<file path="src/hw/rtl/hbf_pkg.sv">
// Shared types, constants and helper functions of the harmonic bond force pipeline.
// Used by every other file of the block; depends on nothing.
`timescale 1ns / 1ps
`default_nettype none

package hbf_pkg;

  // Coordinate bits taken from each position field, sign-extended from the top one.
  localparam int CoordWidth = 32;

  // APB register map.
  localparam int AddrWidth = 5;
  localparam int DataWidth = 32;

  // Square root: one result bit per bit pair of the 66-bit radicand.
  localparam int SqrtPairs    = 33;
  localparam int SqrtPerStage = 3;
  localparam int SqrtStages   = SqrtPairs / SqrtPerStage;
  localparam int RadWidth     = 2 * SqrtPairs;
  localparam int RootWidth    = SqrtPairs;
  localparam int SqrtRemWidth = RootWidth + 3;

  // Force division: 32 quotient bits with an overflow flag.
  localparam int DrWidth       = RootWidth + 1;
  localparam int DivBits       = 32;
  localparam int DivPerStage   = 2;
  localparam int DivStages     = DivBits / DivPerStage;
  localparam int DivLatency    = DivStages + 1;
  localparam int DivisorWidth  = RootWidth + 16;
  localparam int DividendWidth = 64 + DrWidth;
  localparam int DivRemWidth   = DivisorWidth + DivBits;

  // Register stages from the input register to the final force stage.
  localparam int NumStages = 4 + SqrtStages + 3 + DivLatency + 1;

  typedef enum logic [2:0] {
    RegSpringK   = 3'd0,
    RegBoxX      = 3'd1,
    RegBoxY      = 3'd2,
    RegBoxZ      = 3'd3,
    RegWrapMask  = 3'd4,
    RegEnergyEn  = 3'd5
  } reg_idx_e;

  typedef struct packed {
    logic [31:0] spring_k;
    logic [30:0] box_x;
    logic [30:0] box_y;
    logic [30:0] box_z;
    logic [2:0]  wrap_mask;
    logic        energy_en;
  } cfg_t;

  typedef struct packed {
    logic [SqrtRemWidth-1:0] rem;
    logic [RootWidth-1:0]    root;
  } sqrt_acc_t;

  typedef struct packed {
    logic [DivRemWidth-1:0] rem;
    logic [DivBits-1:0]     quo;
    logic                   ovf;
  } div_acc_t;

  // One restoring square-root step on the next bit pair of the radicand.
  function automatic sqrt_acc_t sqrt_step(sqrt_acc_t acc, logic [1:0] pair);
    logic [SqrtRemWidth-1:0] rem_sh;
    logic [SqrtRemWidth-1:0] trial;
    sqrt_acc_t res;
    rem_sh = {acc.rem[SqrtRemWidth-3:0], pair};
    trial  = SqrtRemWidth'({acc.root, 2'b01});
    if (rem_sh >= trial) begin
      res.rem  = rem_sh - trial;
      res.root = {acc.root[RootWidth-2:0], 1'b1};
    end else begin
      res.rem  = rem_sh;
      res.root = {acc.root[RootWidth-2:0], 1'b0};
    end
    return res;
  endfunction

endpackage

`default_nettype wire

</file>
<file path="src/hw/rtl/hbf_sqrt.sv">
// Pipelined restoring integer square root of the 66-bit squared distance.
// Depends on hbf_pkg for the widths, the stage split and the step function.
`timescale 1ns / 1ps
`default_nettype none

module hbf_sqrt (
  input  wire logic                          clk_i,
  input  wire logic                          en_i,
  input  wire logic [hbf_pkg::RadWidth-1:0]  rad_i,
  output logic      [hbf_pkg::RootWidth-1:0] root_o
);

  hbf_pkg::sqrt_acc_t             acc_q  [hbf_pkg::SqrtStages];
  hbf_pkg::sqrt_acc_t             acc_d  [hbf_pkg::SqrtStages];
  hbf_pkg::sqrt_acc_t             acc_in [hbf_pkg::SqrtStages];
  logic [hbf_pkg::RadWidth-1:0]   rad_q  [hbf_pkg::SqrtStages-1];
  logic [hbf_pkg::RadWidth-1:0]   rad_in [hbf_pkg::SqrtStages];

  always_comb begin
    acc_in[0] = '0;
    rad_in[0] = rad_i;
    for (int s = 1; s < hbf_pkg::SqrtStages; s++) begin
      acc_in[s] = acc_q[s-1];
      rad_in[s] = rad_q[s-1];
    end
  end

  // Each stage retires three bit pairs, most significant first.
  always_comb begin
    hbf_pkg::sqrt_acc_t acc;
    int p;
    for (int s = 0; s < hbf_pkg::SqrtStages; s++) begin
      acc = acc_in[s];
      for (int j = 0; j < hbf_pkg::SqrtPerStage; j++) begin
        p   = hbf_pkg::SqrtPairs - 1 - (s * hbf_pkg::SqrtPerStage + j);
        acc = hbf_pkg::sqrt_step(acc, rad_in[s][2*p +: 2]);
      end
      acc_d[s] = acc;
    end
  end

  always_ff @(posedge clk_i) begin
    if (en_i) begin
      for (int s = 0; s < hbf_pkg::SqrtStages; s++) begin
        acc_q[s] <= acc_d[s];
      end
      for (int s = 0; s < hbf_pkg::SqrtStages - 1; s++) begin
        rad_q[s] <= rad_in[s];
      end
    end
  end

  assign root_o = acc_q[hbf_pkg::SqrtStages-1].root;

endmodule

`default_nettype wire

</file>
<file path="config.mk">
export PLATFORM = sky130hd
export DESIGN_NAME = hbf_sqrt
export DESIGN_NICKNAME = d
export VERILOG_FILES = /design/src/hw/rtl/hbf_pkg.sv /design/src/hw/rtl/hbf_sqrt.sv
export SDC_FILE = /design/constraint.sdc
export NUM_CORES = 2
export LEC_CHECK = 0
export BUFFER_PORTS_ARGS = -buffer_cell sky130_fd_sc_hd__buf_4
export CAP_MARGIN = 20
export CORE_ASPECT_RATIO = 0.9
export CORE_MARGIN = 2
export CORE_UTILIZATION = 35
export DETAILED_ROUTE_END_ITERATION = 16
export GPL_TIMING_DRIVEN = 0
export HOLD_SLACK_MARGIN = 0.1
export MAX_ROUTING_LAYER = met4
export PLACE_DENSITY_LB_ADDON = 0.12
export RECOVER_POWER = 50
export SLEW_MARGIN = 20
export SYNTH_ARGS = -nofsm -noshare
export SYNTH_HDL_FRONTEND = slang
export SYNTH_SLANG_ARGS = --single-unit
</file>
<file path="constraint.sdc">
create_clock -name clk_i -period 9.4 [get_ports clk_i]
set_clock_uncertainty 0.1 [all_clocks]
set_input_delay 2.35 -clock clk_i [delete_from_list [all_inputs] [get_ports clk_i]]
set_output_delay 2.35 -clock clk_i [all_outputs]
set_load 0.005 [all_outputs]
</file>
==> out/results.tsv <==
stage	metric	value	unit
outcome	status	finished with violations	
outcome	violations	max-capacitance violations, max-slew violations	
cells_and_area	seq_area	26100	um2
timing	setup_violations	0	
power	peakVddDrop	0.366	mV
timing	worst_slack	0.207	ns
timing	finalHoldViolations	0	
logic_synthesis	yosysSeqAreaShare	35.1	%
cts	clk_pin_slew_worst_paths	0.06	ns
critical_path	cpMaxStageDelayCell	or4_4	
floorplanning	fp-row-count	160	
logic_synthesis	synthDistinctLibCells	112	
drt	drt-met1-wl	116000	um
drt	routed_via_density	5.60	
timing	maxSlewViolCount	183	
global_route	grt_use_total	22.5	%
timing	fin_crit_sh	97.8	%
critical_path	cp.required	9.78	ns
power	pwr-share-comb	66.1	%
power	pwr_density_cell	345	nW/um2
cts	htreeDepth	3	
drt	wire_per_inst	21.0	um
cells_and_area	stdcell_count	11600	
power	clock_power_share	13.5	%
logic_synthesis	synth_flop_cell	edfxtp_1	
drt	met3_wirelength	10100	um
cells_and_area	fill_cells	21200	
place	place_hpwl	194000	um
job	maxCapViolations	2	
drt	dr.pass1.iters	5	
place	dpl.cell_count	11200	
place	portBuffers	100	
logic_synthesis	synth-edff-count	868	
critical_path	r2r_setup_slack	0.21	ns
power	swShare	46.6	%
cells_and_area	drive_gt1_share	13.1	%
timing	rsz0062_at_grt	true	
logic_synthesis	yosys_register_bits	868	
cells_and_area	multi_input_area	47800	um2
floorplanning	core	211000	um2
drt	highest_layer	met4	
cts	cts_buffer_depth	3	
floorplanning	die_w	489	um
drt	routed_wl	243000	um
cells_and_area	post-route-util	40.8	%
floorplanning	start_util	35.2	%
place	place_ws	-3.63	ns
timing	tightest_slew	3.42	ns
global_route	antenna_found_initial	4	
critical_path	crit_path_start_kind	flop	
power	seqPwrFrac	20.5	%
hold_path	hold_path_class	flop to flop	
floorplanning	ios	101	
drt	drc_errors	0	
power	p_int	15.9	mW
global_route	gr-total-overflow	0	
critical_path	critical-path-max-stage-delay	0.57	ns
cts	cts-root-buf	clkbuf_16	
cts	clock_latency	0.76	ns
cts	cts_tree	yes	
drt	ant_nets	0	
place	routabilityCongestion	0.931	
critical_path	worstSetupPathType	flop to flop	
logic_synthesis	syn_inst	8268	
logic_synthesis	syn_area_per_cell	8.97	um2
cells_and_area	mostFrequentLayoutCell	edfxtp_1	
global_route	grt_max_degree	139	
cells_and_area	syn2layout_area_growth	16.1	%
critical_path	critPathMaxFanout	7	
critical_path	critPathArrivalTime	9.57	ns
logic_synthesis	ys_async_sr_fraction	0	%
cells_and_area	fin_nets	9310	
floorplanning	die_area	216000	um2
cts	clkSinkCount	868	
critical_path	critPathCaptureType	flop	
floorplanning	die_y	441	um
power	leakagePower	33.7	nW
timing	slew_headroom	-128	%
timing	max_freq	109	MHz
global_route	grt_first_pass_wirelength	370000	um
drt	vias	64800	
drt	met2_length	112000	um
cts	cts_buffers	101	
logic_synthesis	netlist_area	74200	um2
global_route	grt_pass1_vias	61500	
timing	setup_tns	0	ns
timing	fin_crit	9.19	ns
cells_and_area	layout_common_cells	edfxtp_1 (868), nor2_1 (699), a21oi_1 (682), nand2_1 (664), ha_1 (523)	
power	fin_total_pwr	29.7	mW
logic_synthesis	yosysWarnings	0	
power	p_sw	13.9	mW
drt	dr.first_iter.drc_count	5174	
## cell type report
cell class | instances | area share [%]
Buffer | 202 | 1.51
Inverter | 419 | 1.92
Timing Repair Buffer | 310 | 2.77
Multi-Input combinational cell | 6745 | 55.5
Antenna cell | 1 | 0.00290
Clock inverter | 70 | 0.884
Tap cell | 2835 | 4.12
Clock buffer | 117 | 3.03
Sequential cell | 868 | 30.2
## routing by layer
metal  GRT usage [%]  up-vias
met1            31.1    31400
met3            2.24      221
met5               -        -
met4            4.83        0
li1                -    31700
met2            35.7     1424
## Yosys cell counts, types with 81 or more instances
cell type	instances	share of area (%)
a211oi_1	85	0.86
a21o_1	326	3.3
a21oi_1	741	5.0
and3_1	81	0.68
clkbuf_1	169	0.85
edfxtp_1	868	35
ha_1	595	10
inv_1	403	2.0
mux2_2	87	1.3
nand2_1	674	3.4
nand2b_1	117	0.99
nand3_1	223	1.5
nand4_1	161	1.4
nor2_1	715	3.6
nor2b_1	96	0.81
nor3_1	232	1.6
nor4_1	92	0.78
o21a_1	98	0.99
o21ai_0	463	3.1
o21bai_1	84	0.85
or3_1	83	0.70
xnor2_1	526	6.2
xor2_1	277	3.3
## worst max-delay path: cells and delay by family (launching register included)
family                     cells  cell delay [ns]
muxes                          1             0.32
buffers and inverters          7             0.97
xor gates and xnor gates       1             0.16
DFF                            1             0.51
adders and majority gates      3             0.84
AOI/OAI and AO/OA             17             3.70
and+or+nand+nor               10             2.31
## cells by family (layout without fill, tap and decap cells)
logic type                 after synthesis  count (layout)  synth area share [%]
adders and majority gates              595             595                  10.0
DFF                                    868             868                  35.1
muxes                                  134             134                  2.02
and+or+nand+nor                       2818            2818                  19.0
other                                    1               5               0.00505
xor gates and xnor gates               804             804                  9.51
buffers and inverters                  658            1118                  3.44
AOI/OAI and AO/OA                     2390            2390                  20.8
## registers in the layout (all words and copies together), names as in the netlist
register  flops
rad_q       330
acc_q       538
## power groups by stage
stage | clock network (mW) | registers, mW | logic, mW
CTS | 4.16 | 6.08 | 18.6
global placement | 0 | 6.21 | 17.7
detailed placement | 0 | 6.16 | 17.8
floorplan | 0 | 5.84 | 13.4
finish | 4.01 | 6.08 | 19.7
global route | 4.29 | 6.15 | 21.6
## final timing paths
kind                start      endpoint  cells after the start
min reg2reg  rad_q[5][21]  rad_q[6][21]                      0
max          acc_q[7][22]  acc_q[8][64]                     39
max reg2reg  acc_q[7][22]  acc_q[8][64]                     39
min          rad_q[5][21]  rad_q[6][21]                      0
## per-stage QoR
stage	hold slack, ns	area, um2
finish	0.310	86200
global placement	0.300	78500
global route	0.313	86200
detailed placement	0.305	78700
floorplan	0.300	74200
CTS	0.307	84300
## timing repair
action | 4_1_cts | 5_1_grt
cloned | 1 | 0
pin swaps | 68 | 112
gates resized for setup | 436 | 309
buffers inserted | 90 | 114
endpoints found under the setup margin | 281 | 310
hold buffers | 0 | 0
(Power assumes the default switching activity.)
