### src/hw/rtl/hbf_pkg.sv
// Shared types, constants and helper functions of the harmonic bond force pipeline.
// Used by every other file of the block; depends on nothing.
`timescale 1ns / 1ps
`default_nettype none

package hbf_pkg;

  // Coordinate bits taken from each position field, sign-extended from the top one.
  localparam int CoordWidth = 32;

  // APB register map.
  localparam int AddrWidth = 5;
  localparam int DataWidth = 32;

  // Square root: one result bit per bit pair of the 66-bit radicand.
  localparam int SqrtPairs    = 33;
  localparam int SqrtPerStage = 3;
  localparam int SqrtStages   = SqrtPairs / SqrtPerStage;
  localparam int RadWidth     = 2 * SqrtPairs;
  localparam int RootWidth    = SqrtPairs;
  localparam int SqrtRemWidth = RootWidth + 3;

  // Force division: 32 quotient bits with an overflow flag.
  localparam int DrWidth       = RootWidth + 1;
  localparam int DivBits       = 32;
  localparam int DivPerStage   = 2;
  localparam int DivStages     = DivBits / DivPerStage;
  localparam int DivLatency    = DivStages + 1;
  localparam int DivisorWidth  = RootWidth + 16;
  localparam int DividendWidth = 64 + DrWidth;
  localparam int DivRemWidth   = DivisorWidth + DivBits;

  // Register stages from the input register to the final force stage.
  localparam int NumStages = 4 + SqrtStages + 3 + DivLatency + 1;

  typedef enum logic [2:0] {
    RegSpringK   = 3'd0,
    RegBoxX      = 3'd1,
    RegBoxY      = 3'd2,
    RegBoxZ      = 3'd3,
    RegWrapMask  = 3'd4,
    RegEnergyEn  = 3'd5
  } reg_idx_e;

  typedef struct packed {
    logic [31:0] spring_k;
    logic [30:0] box_x;
    logic [30:0] box_y;
    logic [30:0] box_z;
    logic [2:0]  wrap_mask;
    logic        energy_en;
  } cfg_t;

  typedef struct packed {
    logic [SqrtRemWidth-1:0] rem;
    logic [RootWidth-1:0]    root;
  } sqrt_acc_t;

  typedef struct packed {
    logic [DivRemWidth-1:0] rem;
    logic [DivBits-1:0]     quo;
    logic                   ovf;
  } div_acc_t;

  // One restoring square-root step on the next bit pair of the radicand.
  function automatic sqrt_acc_t sqrt_step(sqrt_acc_t acc, logic [1:0] pair);
    logic [SqrtRemWidth-1:0] rem_sh;
    logic [SqrtRemWidth-1:0] trial;
    sqrt_acc_t res;
    rem_sh = {acc.rem[SqrtRemWidth-3:0], pair};
    trial  = SqrtRemWidth'({acc.root, 2'b01});
    if (rem_sh >= trial) begin
      res.rem  = rem_sh - trial;
      res.root = {acc.root[RootWidth-2:0], 1'b1};
    end else begin
      res.rem  = rem_sh;
      res.root = {acc.root[RootWidth-2:0], 1'b0};
    end
    return res;
  endfunction

endpackage

`default_nettype wire

### src/hw/rtl/hbf_cfg.sv
// APB register file holding the spring constant, box widths, wrap mask and energy enable.
// Depends on hbf_pkg for the register indices and the configuration struct.
`timescale 1ns / 1ps
`default_nettype none

module hbf_cfg (
  input  wire logic                          clk_i,
  input  wire logic                          rst_ni,
  input  wire logic                          psel,
  input  wire logic                          penable,
  input  wire logic                          pwrite,
  input  wire logic [hbf_pkg::AddrWidth-1:0] paddr,
  input  wire logic [hbf_pkg::DataWidth-1:0] pwdata,
  output logic      [hbf_pkg::DataWidth-1:0] prdata,
  output logic                               pready,
  output hbf_pkg::cfg_t                      cfg_o
);

  hbf_pkg::cfg_t    cfg_q;
  hbf_pkg::reg_idx_e idx;
  logic             wr_en;

  assign idx    = hbf_pkg::reg_idx_e'(paddr[hbf_pkg::AddrWidth-1:2]);
  assign wr_en  = psel && penable && pwrite;
  assign pready = 1'b1;
  assign cfg_o  = cfg_q;

  always_ff @(posedge clk_i or negedge rst_ni) begin
    if (!rst_ni) begin
      cfg_q <= '0;
    end else if (wr_en) begin
      case (idx)
        hbf_pkg::RegSpringK:  cfg_q.spring_k  <= pwdata;
        hbf_pkg::RegBoxX:     cfg_q.box_x     <= pwdata[30:0];
        hbf_pkg::RegBoxY:     cfg_q.box_y     <= pwdata[30:0];
        hbf_pkg::RegBoxZ:     cfg_q.box_z     <= pwdata[30:0];
        hbf_pkg::RegWrapMask: cfg_q.wrap_mask <= pwdata[2:0];
        hbf_pkg::RegEnergyEn: cfg_q.energy_en <= pwdata[0];
        default: ;
      endcase
    end
  end

  always_comb begin
    case (idx)
      hbf_pkg::RegSpringK:  prdata = cfg_q.spring_k;
      hbf_pkg::RegBoxX:     prdata = {1'b0, cfg_q.box_x};
      hbf_pkg::RegBoxY:     prdata = {1'b0, cfg_q.box_y};
      hbf_pkg::RegBoxZ:     prdata = {1'b0, cfg_q.box_z};
      hbf_pkg::RegWrapMask: prdata = {29'd0, cfg_q.wrap_mask};
      hbf_pkg::RegEnergyEn: prdata = {31'd0, cfg_q.energy_en};
      default:              prdata = '0;
    endcase
  end

endmodule

`default_nettype wire

### config.mk
export PLATFORM = sky130hd
export DESIGN_NAME = hbf_cfg
export DESIGN_NICKNAME = d
export VERILOG_FILES = /design/src/hw/rtl/hbf_pkg.sv /design/src/hw/rtl/hbf_cfg.sv
export SDC_FILE = /design/constraint.sdc
export NUM_CORES = 1
export LEC_CHECK = 0
export BUFFER_PORTS_ARGS = -buffer_cell sky130_fd_sc_hd__buf_4
export CORE_AREA = 2 2 118 120
export DETAILED_ROUTE_END_ITERATION = 8
export DIE_AREA = 0 0 120 122
export PLACE_DENSITY = 0.76
export SLEW_MARGIN = 10
export SYNTH_ARGS = -nofsm -noshare
export SYNTH_HDL_FRONTEND = slang
export SYNTH_SLANG_ARGS = --single-unit
### constraint.sdc
create_clock -name clk_i -period 1.1 [get_ports clk_i]
set_clock_uncertainty 0.05 [all_clocks]
set_input_delay 0 -clock clk_i [delete_from_list [all_inputs] [get_ports clk_i]]
set_output_delay 0 -clock clk_i [all_outputs]
set_load 0.03 [all_outputs]
==> results of run 1 <==
==> placed cells by master (no fill, tap or decap), types with 3 or more instances in the layout <==
| master | netlist | final |
|---|---|---|
| a21oi_4 | 0 | 3 |
| buf_4 | 6 | 95 |
| dfrtp_2 | 0 | 120 |
| dfrtp_1 | 129 | 9 |
| nor2b_4 | 0 | 28 |
| mux2_4 | 30 | 85 |
| mux2_2 | 93 | 47 |
| clkbuf_16 | 0 | 17 |
| clkbuf_1 | 4 | 9 |
| dlygate4sd3_1 | 0 | 35 |
| clkbuf_8 | 0 | 6 |
| buf_12 | 0 | 13 |
| buf_6 | 8 | 310 |
| mux4_2 | 28 | 28 |
| buf_8 | 0 | 6 |
==> per-layer routing <==
layer / routed length (um) / up-vias / GRT usage, %
met2: 13990 / 358 / 54.47
met1: 10370 / 2965 / 39.19
met3: 1752 / 79 / 7.397
met4: 972 / 0 / 11.25
met5: 0 / - / 0
li1: - / 2268 / -
==> worst max-delay path by stage <==
| stage | startpoint | end | slack, ns |
|---|---|---|---|
| after floorplan | cfg_o[128] | prdata[31] | -0.11 |
| after detailed placement | paddr[4] | cfg_o[36] | -0.33 |
| after global placement | paddr[4] | cfg_o[65] | -0.31 |
| final | cfg_o[25] | prdata[21] | -0.67 |
| after global routing | cfg_o[25] | prdata[21] | -0.68 |
| after CTS | cfg_o[24] | prdata[20] | -0.56 |
==> cell type report <==
type                    instances  area [sq um]  area share (%)
repair buffers                459          4905           40.25
flip-flops and latches        129          3378           27.72
multi-input cells             216          3136           25.73
clock buffers                  32         541.8           4.446
well taps                     180         225.2           1.848
==> critical path, cell delays in order, from the launching register on <==
cell and delay [ns]:
dfrtp_2 0.44, mux4_2 0.55, nor2b_4 0.16, buf_6 0.15
==> report_power, final <==
| part | leakage, uW | internal (uW) | switching, uW |
|---|---|---|---|
| Clock | 0.000263 | 3250 | 2120 |
| Sequential | 0.00149 | 5850 | 878 |
| Combinational | 0.00389 | 6410 | 5060 |
==> repair_timing <==
| action | CTS | global route |
|---|---|---|
| hold buffers | 34 | 1 |
| endpoints found under the setup margin | 150 | 160 |
| pin swaps | 4 | 6 |
| hold endpoints to repair | 258 | 2 |
| gates resized for setup | 272 | 107 |
| buffers inserted | 30 | 115 |
==> cells by family after synthesis <==
group,after synthesis,synth area share (%)
AO/OA/AOI/OAI,8,0.8492
AND/OR/NAND/NOR,46,5.345
multiplexers,161,37.08
buffers and inverters,27,3.211
flip-flops,129,53.45
other,1,0.06209
==> stage by stage <==
stage                     util [%]  setup slack [ns]  TNS [ns]
after CTS                    84.67           -0.5588    -20.43
after floorplan                  -           -0.1055    -5.393
final                        90.23           -0.6696    -27.87
after global routing         90.23           -0.6802    -30.22
after global placement       69.81           -0.3140    -33.49
after detailed placement     69.81           -0.3339    -36.48
==> results.txt, run 1 <==
- The count of nets left with antenna violations once routing finished came out at 0.
- Final estimated routing congestion in global placement: 0.8162
- Yosys mapped a number of flops with a built-in enable equal to 0.
- TritonCTS built the clock tree.
- Worst R2R Path Depth: 4
* Capturing element type of the critical path: output port
- Initial Utilization: 44.72%
* Share of the cycle needed by the critical path after routing: 160.9%
- First-pass detailed-route iteration total: 5
- Initial antenna violation count: 0
- Setup repair after global routing could not meet its margin everywhere.
* Type of the worst setup path: flop to output port
- Leading register cell type out of synthesis: dfrtp_1
- Most numerous cell types in the synthesized netlist: dfrtp_1, mux2_2, mux2_4, nor2b_1, mux4_2
* Vias per cell: 5.581
* Num Clock Sinks: 129
* Crit-path max FO: 2
- In this run, CTS created clock tree buffers numbering 17.
- Instance count of the mapped netlist: 372
* # setup viols final: 173
* Share of flip-flops with an asynchronous set or reset: 100.0%
* Source-to-sink clock delay at the later pin of the worst-skew pair: 0.42 ns
* Standard-cell rows: 43
- The clock passes through at most 2 buffers.
* Standby leakage power: 0.005649 uW
- Largest area contributor in the netlist: dfrtp_1
- Inserted Diodes: 0
- In the final routed layout, each cell accounts on average for 26.66 um.
- Sum of internal, switching and leakage power: 23560 uW
* Number of remaining DRC errors: 0
- Proportion of layout cells with a drive suffix above 1: 91.99%
- Worst Hold Margin: -0.01568 ns
- The finished layout holds 1016 standard cells, fillers aside.
- Half-perimeter wire length of the detailed placement result: 12360 um
- Largest register FFs: 129
* Worst R2R End: cfg_o[24]
- Num ports: 204
- The root buffer cell chosen for the clock tree is clkbuf_16.
* Crit path required time: 1.05 ns
* Horiz. Die Dim: 120 um
* Vias in the first global route: 5779
- Residual overflow from global routing: 0
* GR Util All Layers: 31.66%
* Number of pins with negative max-slew slack in the final report: 0
- The first global-routing pass estimated 34240 um of wire.
- Overall die area: 14640 sq um
- Entering global routing, the biggest net connects 41 pins.
- The floorplan step set the die height to 122 um.
- Classification of the worst-slack hold path: primary input to async pin
- Max-cap check violation count: 0
- Setup slack after layout: -0.6696 ns
* Synth cell types: 28
- Core Region: 13500 sq um
- Overall via count from detail_route: 5670
- The routed design could run at a clock period as short as 1.770 ns.
- Data arrives at the worst endpoint at 1.72 ns.
* DP Cell Count: 869
- Counting every net in the synthesized netlist gives 414.
- The final reports fail on hold timing, setup timing.
- Fill cell total of the finished layout: 430
* Number of nets at the end of the flow: 865
* Cell types occupying the most area after synthesis: dfrtp_1, mux2_2, mux4_2
- Relative to the synthesized area, the layout overhead comes to 101.8%.
- Number of warnings printed during yosys synthesis: 0
* Clk pin slew, worst setup/hold paths: 0.06 ns
- Post-synthesis instance area: 6040 sq um
- Share of synthesized area occupied by flip-flops and latches: 53.45%
* Areal power density over the cells: 1934 nW/um^2
- Critical Path Start Type: flop
- Design area: 12190 sq um
- In this run the cell area measured after placement is 9428 sq um.
* Synthesis-stage register bit count: 129
* Detailed Route Iter0 Violations: 434
- In this run the critical register-to-register path is launched from cfg_o[24].
- The count of buffers added on input and output ports is 200.
- Status: finished, violations left
* Fmax achieved: 565.1 MHz
* Routed wire length: 27090 um
* Yosys top cell area share: 53.45%
- The H-tree was split into 4 levels.
- The worst register-to-register path has a setup slack of -0.10 ns.
- Most common cell in the netlist: dfrtp_1
* Worst supply voltage drop on vdd: 1376 uV
* Number of hold-slack violations in the final timing report: 14
* Per-instance average area after synthesis: 16.24 sq um
No activity file was read; power rests on OpenSTA's default activity.
==> run 2, diff against run 1 <==
- ABC_AREA: default -> 1
- PLACE_DENSITY: 0.76 -> 0.75
==> results.txt, run 2 <==
- Status: finished, violations left
- Violations in the final reports: setup timing
- Most numerous cell types in the synthesized netlist: nand2_1, dfrtp_1, o21ai_1, nand3_1, nand4_1
* Most repeated library cell on the critical path: nand2_1
- Critical Path Start Type: flop
- Standby leakage power: 0.005451 uW
- Setup WS pre-CTS: -0.007882 ns
- The first detailed-routing pass ran for 5 iterations.
- Vias in the first global route: 7258
- Of the post-synthesis cell area, the part taken by muxes is 0%.
- After clock tree synthesis, the clock-pin slew on the worst setup and hold paths is 0.05 ns.
- Dividing the final minimum period by the clock period gives 126.4%.
- Sw frac: 35.30%
* Core Region: 13500 sq um
- Setup total negative slack on the finished layout was measured at -6.396 ns.
- Crit-path max FO: 2
- Once placement finished, the instance area stood at 7850 sq um.
* Synthesis-stage register bit count: 129
* Source-to-sink clock delay at the later pin of the worst-skew pair: 0.40 ns
* EDFF count, synth: 0
- Fill cell total of the finished layout: 787
- Main combinational cell family by area after synthesis: simple AND/OR/NAND/NOR gates
- Instance count of the mapped netlist: 700
- After layout, the worst setup slack is -0.2905 ns.
- Synthesized-area fraction occupied by adder cells: 0%
- Final estimated routing congestion in global placement: 0.8084
- Cells with a size suffix above 1 make up 39.43% of the layout.
- Entering global routing, the biggest net connects 76 pins.
- Die extent in y: 122 um
* Routed wire length: 24940 um
* Leading cell type in the layout, fill and taps excluded: buf_6
- Summing the areas of all xor and xnor instances in the mapped netlist gives 0% of the synthesized area.
- The number of different library cells used by synthesis comes to 23.
- The hold violation count in the final report is 0.
- Of the total power, registers draw 30.8%.
- The slowest stage of the critical path belongs to the cell dfrtp_1.
- Net count of the mapped netlist: 742
* CTS H-tree lvls: 4
* Quantity of I/O buffers inserted on ports: 200
- Classification of the worst-slack hold path: primary input to flop
- The register with the most flip-flops in the layout has 129 of them.
- Horiz. Die Dim: 120 um
* GR Util All Layers: 32.45%
- Design area: 10860 sq um
- The total overflow left after global routing is 0.
- NetSw: 7386 uW
- Registers take 3228 sq um.
- Number of nets at the end of the flow: 1122
* Wire length per cell after detailed routing: 19.59 um
* Share of flip-flops with an asynchronous set or reset: 100.0%
- Share of power burned in combinational logic: 42.1%
- After synthesis, the largest area contributor takes up 54.42% of total cell area.
- Number of warnings printed during yosys synthesis: 0
- Power Internal: 13540 uW
- CTS tree: built
- Inserted Diodes: 0
* Capturing element type of the critical path: output port
- The biggest area contributor in the post-synthesis netlist is dfrtp_1.
- Overall via count from detail_route: 7303
- The tree is rooted in a clkbuf_16.
* RSZ-0062 raised after global routing: yes
- Dividing the synthesized area by the synthesized cell count gives 8.474 sq um.
- Data arrival time of the critical path: 1.34 ns
- For this configuration, the core starts out at a cell density of 43.93%.
- After the first detailed-routing iteration, the DRC count stood at 710.
* Area share of and/or/nand/nor cells after synthesis: 26.72%
- In the final layout, the multi-input gates occupy 2272 sq um.
- Num ports: 204
* # setup viols final: 116
* Worst-path cell chain: nand3_1 -> nand2_1 -> nor2_1 -> nand2_1 -> buf_6
- Post-route minimum period: 1.391 ns
- CTS Buf Count: 17
* Standard-cell rows: 43
* Global-route wire length before repair: 37010 um
- Areal power density over the cells: 1926 nW/um^2
* Worst supply voltage drop on vdd: 1101 uV
- Measured on the finished design, the core utilization comes to 80.44%.
* Fmax achieved: 719.2 MHz
* Delay-heaviest family, CP: flip-flops
- Highest-count cells in the layout ignoring fill and taps: buf_6, nand2_1, dfrtp_1
- After synthesis, flip-flops and latches occupy 54.42% of the total area.
- In the synthesized netlist the dominant register cell turns out to be dfrtp_1.
- Per report_power, the clock group accounts for 27.2% of the total.
- Post-DRT Antenna Nets: 0
* Max-cap check violation count: 0
* CP bufs+invs: 1
* Overall die area: 14640 sq um
- Relative to the synthesized area, the layout overhead comes to 83.13%.
- Type of the worst setup path: flop to output port
- In the routed design, unresolved DRC markers number 0.
* Complex-gate fraction of the synthesized area: 10.97%
* Num Clock Sinks: 129
- Clock tree buffer depth: 2
* Most common cell in the netlist: nand2_1
- In the routed layout, each cell is associated on average with a via count of 5.737.
- Cell types occupying the most area after synthesis: dfrtp_1, nand2_1, o21ai_1
* Number of pins with negative max-slew slack in the final report: 0
* Initial antenna violation count: 0
- Detailed placement finished with a half-perimeter wire length of 12910 um.
- Largest incremental delay on the critical path: 0.41 ns
- Post-synthesis instance area: 5932 sq um
- Crit path required time: 1.05 ns
-- run 2: cell count changes after synthesis, moves of 30 or more --
cell     delta
nand2_1   +196
o21ai_1    +95
mux2_2     -93
nand3_1    +62
nand4_1    +60
inv_1      +39
o21ai_0    +33
mux2_4     -30
nor2b_1    -30
-- run 2: worst reg2reg max path: stages, from the launching register on --
cell and delay [ns]:
dfrtp_1 0.39, buf_6 0.13, buf_4 0.12, buf_4 0.12, o21ai_0 0.06, nand2_1 0.06
-- run 2: through the flow --
step | power, uW | hold WS [ns] | cells
6_report | 20930 | 0.03752 | 1273
3_5_place_dp | 11960 | -0.02398 | 1065
5_1_grt | 21630 | 0.04402 | 1273
3_3_place_gp | 11860 | -0.02677 | 1065
2_1_floorplan | 9494 | -0.3456 | 700
4_1_cts | 20150 | 0.02999 | 1249
-- run 2: layout make-up --
cell class / count / area share [%]
Clock buffer: 22 / 4.181
Clock inverter: 10 / 1.244
Inverter: 42 / 1.451
Multi-Input combinational cell: 474 / 20.92
Sequential cell: 129 / 29.72
Tap cell: 180 / 2.073
Timing Repair Buffer: 416 / 40.42
-- run 2: cells by family (layout without fill, tap and decap cells) --
kind of cell    after synthesis  count (layout)
compound gates              130             130
buf+inv                      97             490
flops                       129             129
other cells                   1               1
simple gates                343             343
-- run 2: worst paths after layout --
path                           start    endpoint  slack (ns)  cells after the start
setup / recovery           cfg_o[97]   prdata[0]       -0.29                      5
hold / removal              paddr[2]  cfg_o[128]        0.04                      5
setup reg to reg           cfg_o[10]   cfg_o[10]        0.06                      5
hold reg to reg            cfg_o[35]   cfg_o[35]        0.47                      2
max in group asynchronous     rst_ni   cfg_o[12]        0.54                      3
min in group asynchronous     rst_ni  cfg_o[118]        0.08                      3
-- run 2: what timing repair did --
| action | in CTS | in global routing |
|---|---|---|
| setup buffers | 118 | 50 |
| hold buffers | 34 | 0 |
| hold endpoints to repair | 258 | 0 |
| setup endpoints to repair | 32 | 149 |
| resized for setup | 232 | 60 |
| pin swaps | 47 | 28 |
-- run 2: layer usage --
| metal | GRT usage, % | share of wire, % | wire, um | up-vias |
|---|---|---|---|---|
| li1 | - | - | - | 3124 |
| met1 | 39.64 | 37 | 9109 | 3528 |
| met2 | 55.43 | 50 | 12570 | 550 |
| met3 | 7.303 | 9.3 | 2318 | 101 |
| met4 | 13.90 | 3.8 | 939 | 0 |
| met5 | 0 | 0 | 0 | - |
-- run 2: power by group through the flow --
stage / sequential (uW) / combinational, uW / clock (uW)
floorplan: 8100 / 1390 / 0
global route: 6480 / 9200 / 5940
global placement: 6520 / 5340 / 0
CTS: 6290 / 8170 / 5680
finish: 6440 / 8800 / 5690
detailed placement: 6510 / 5450 / 0
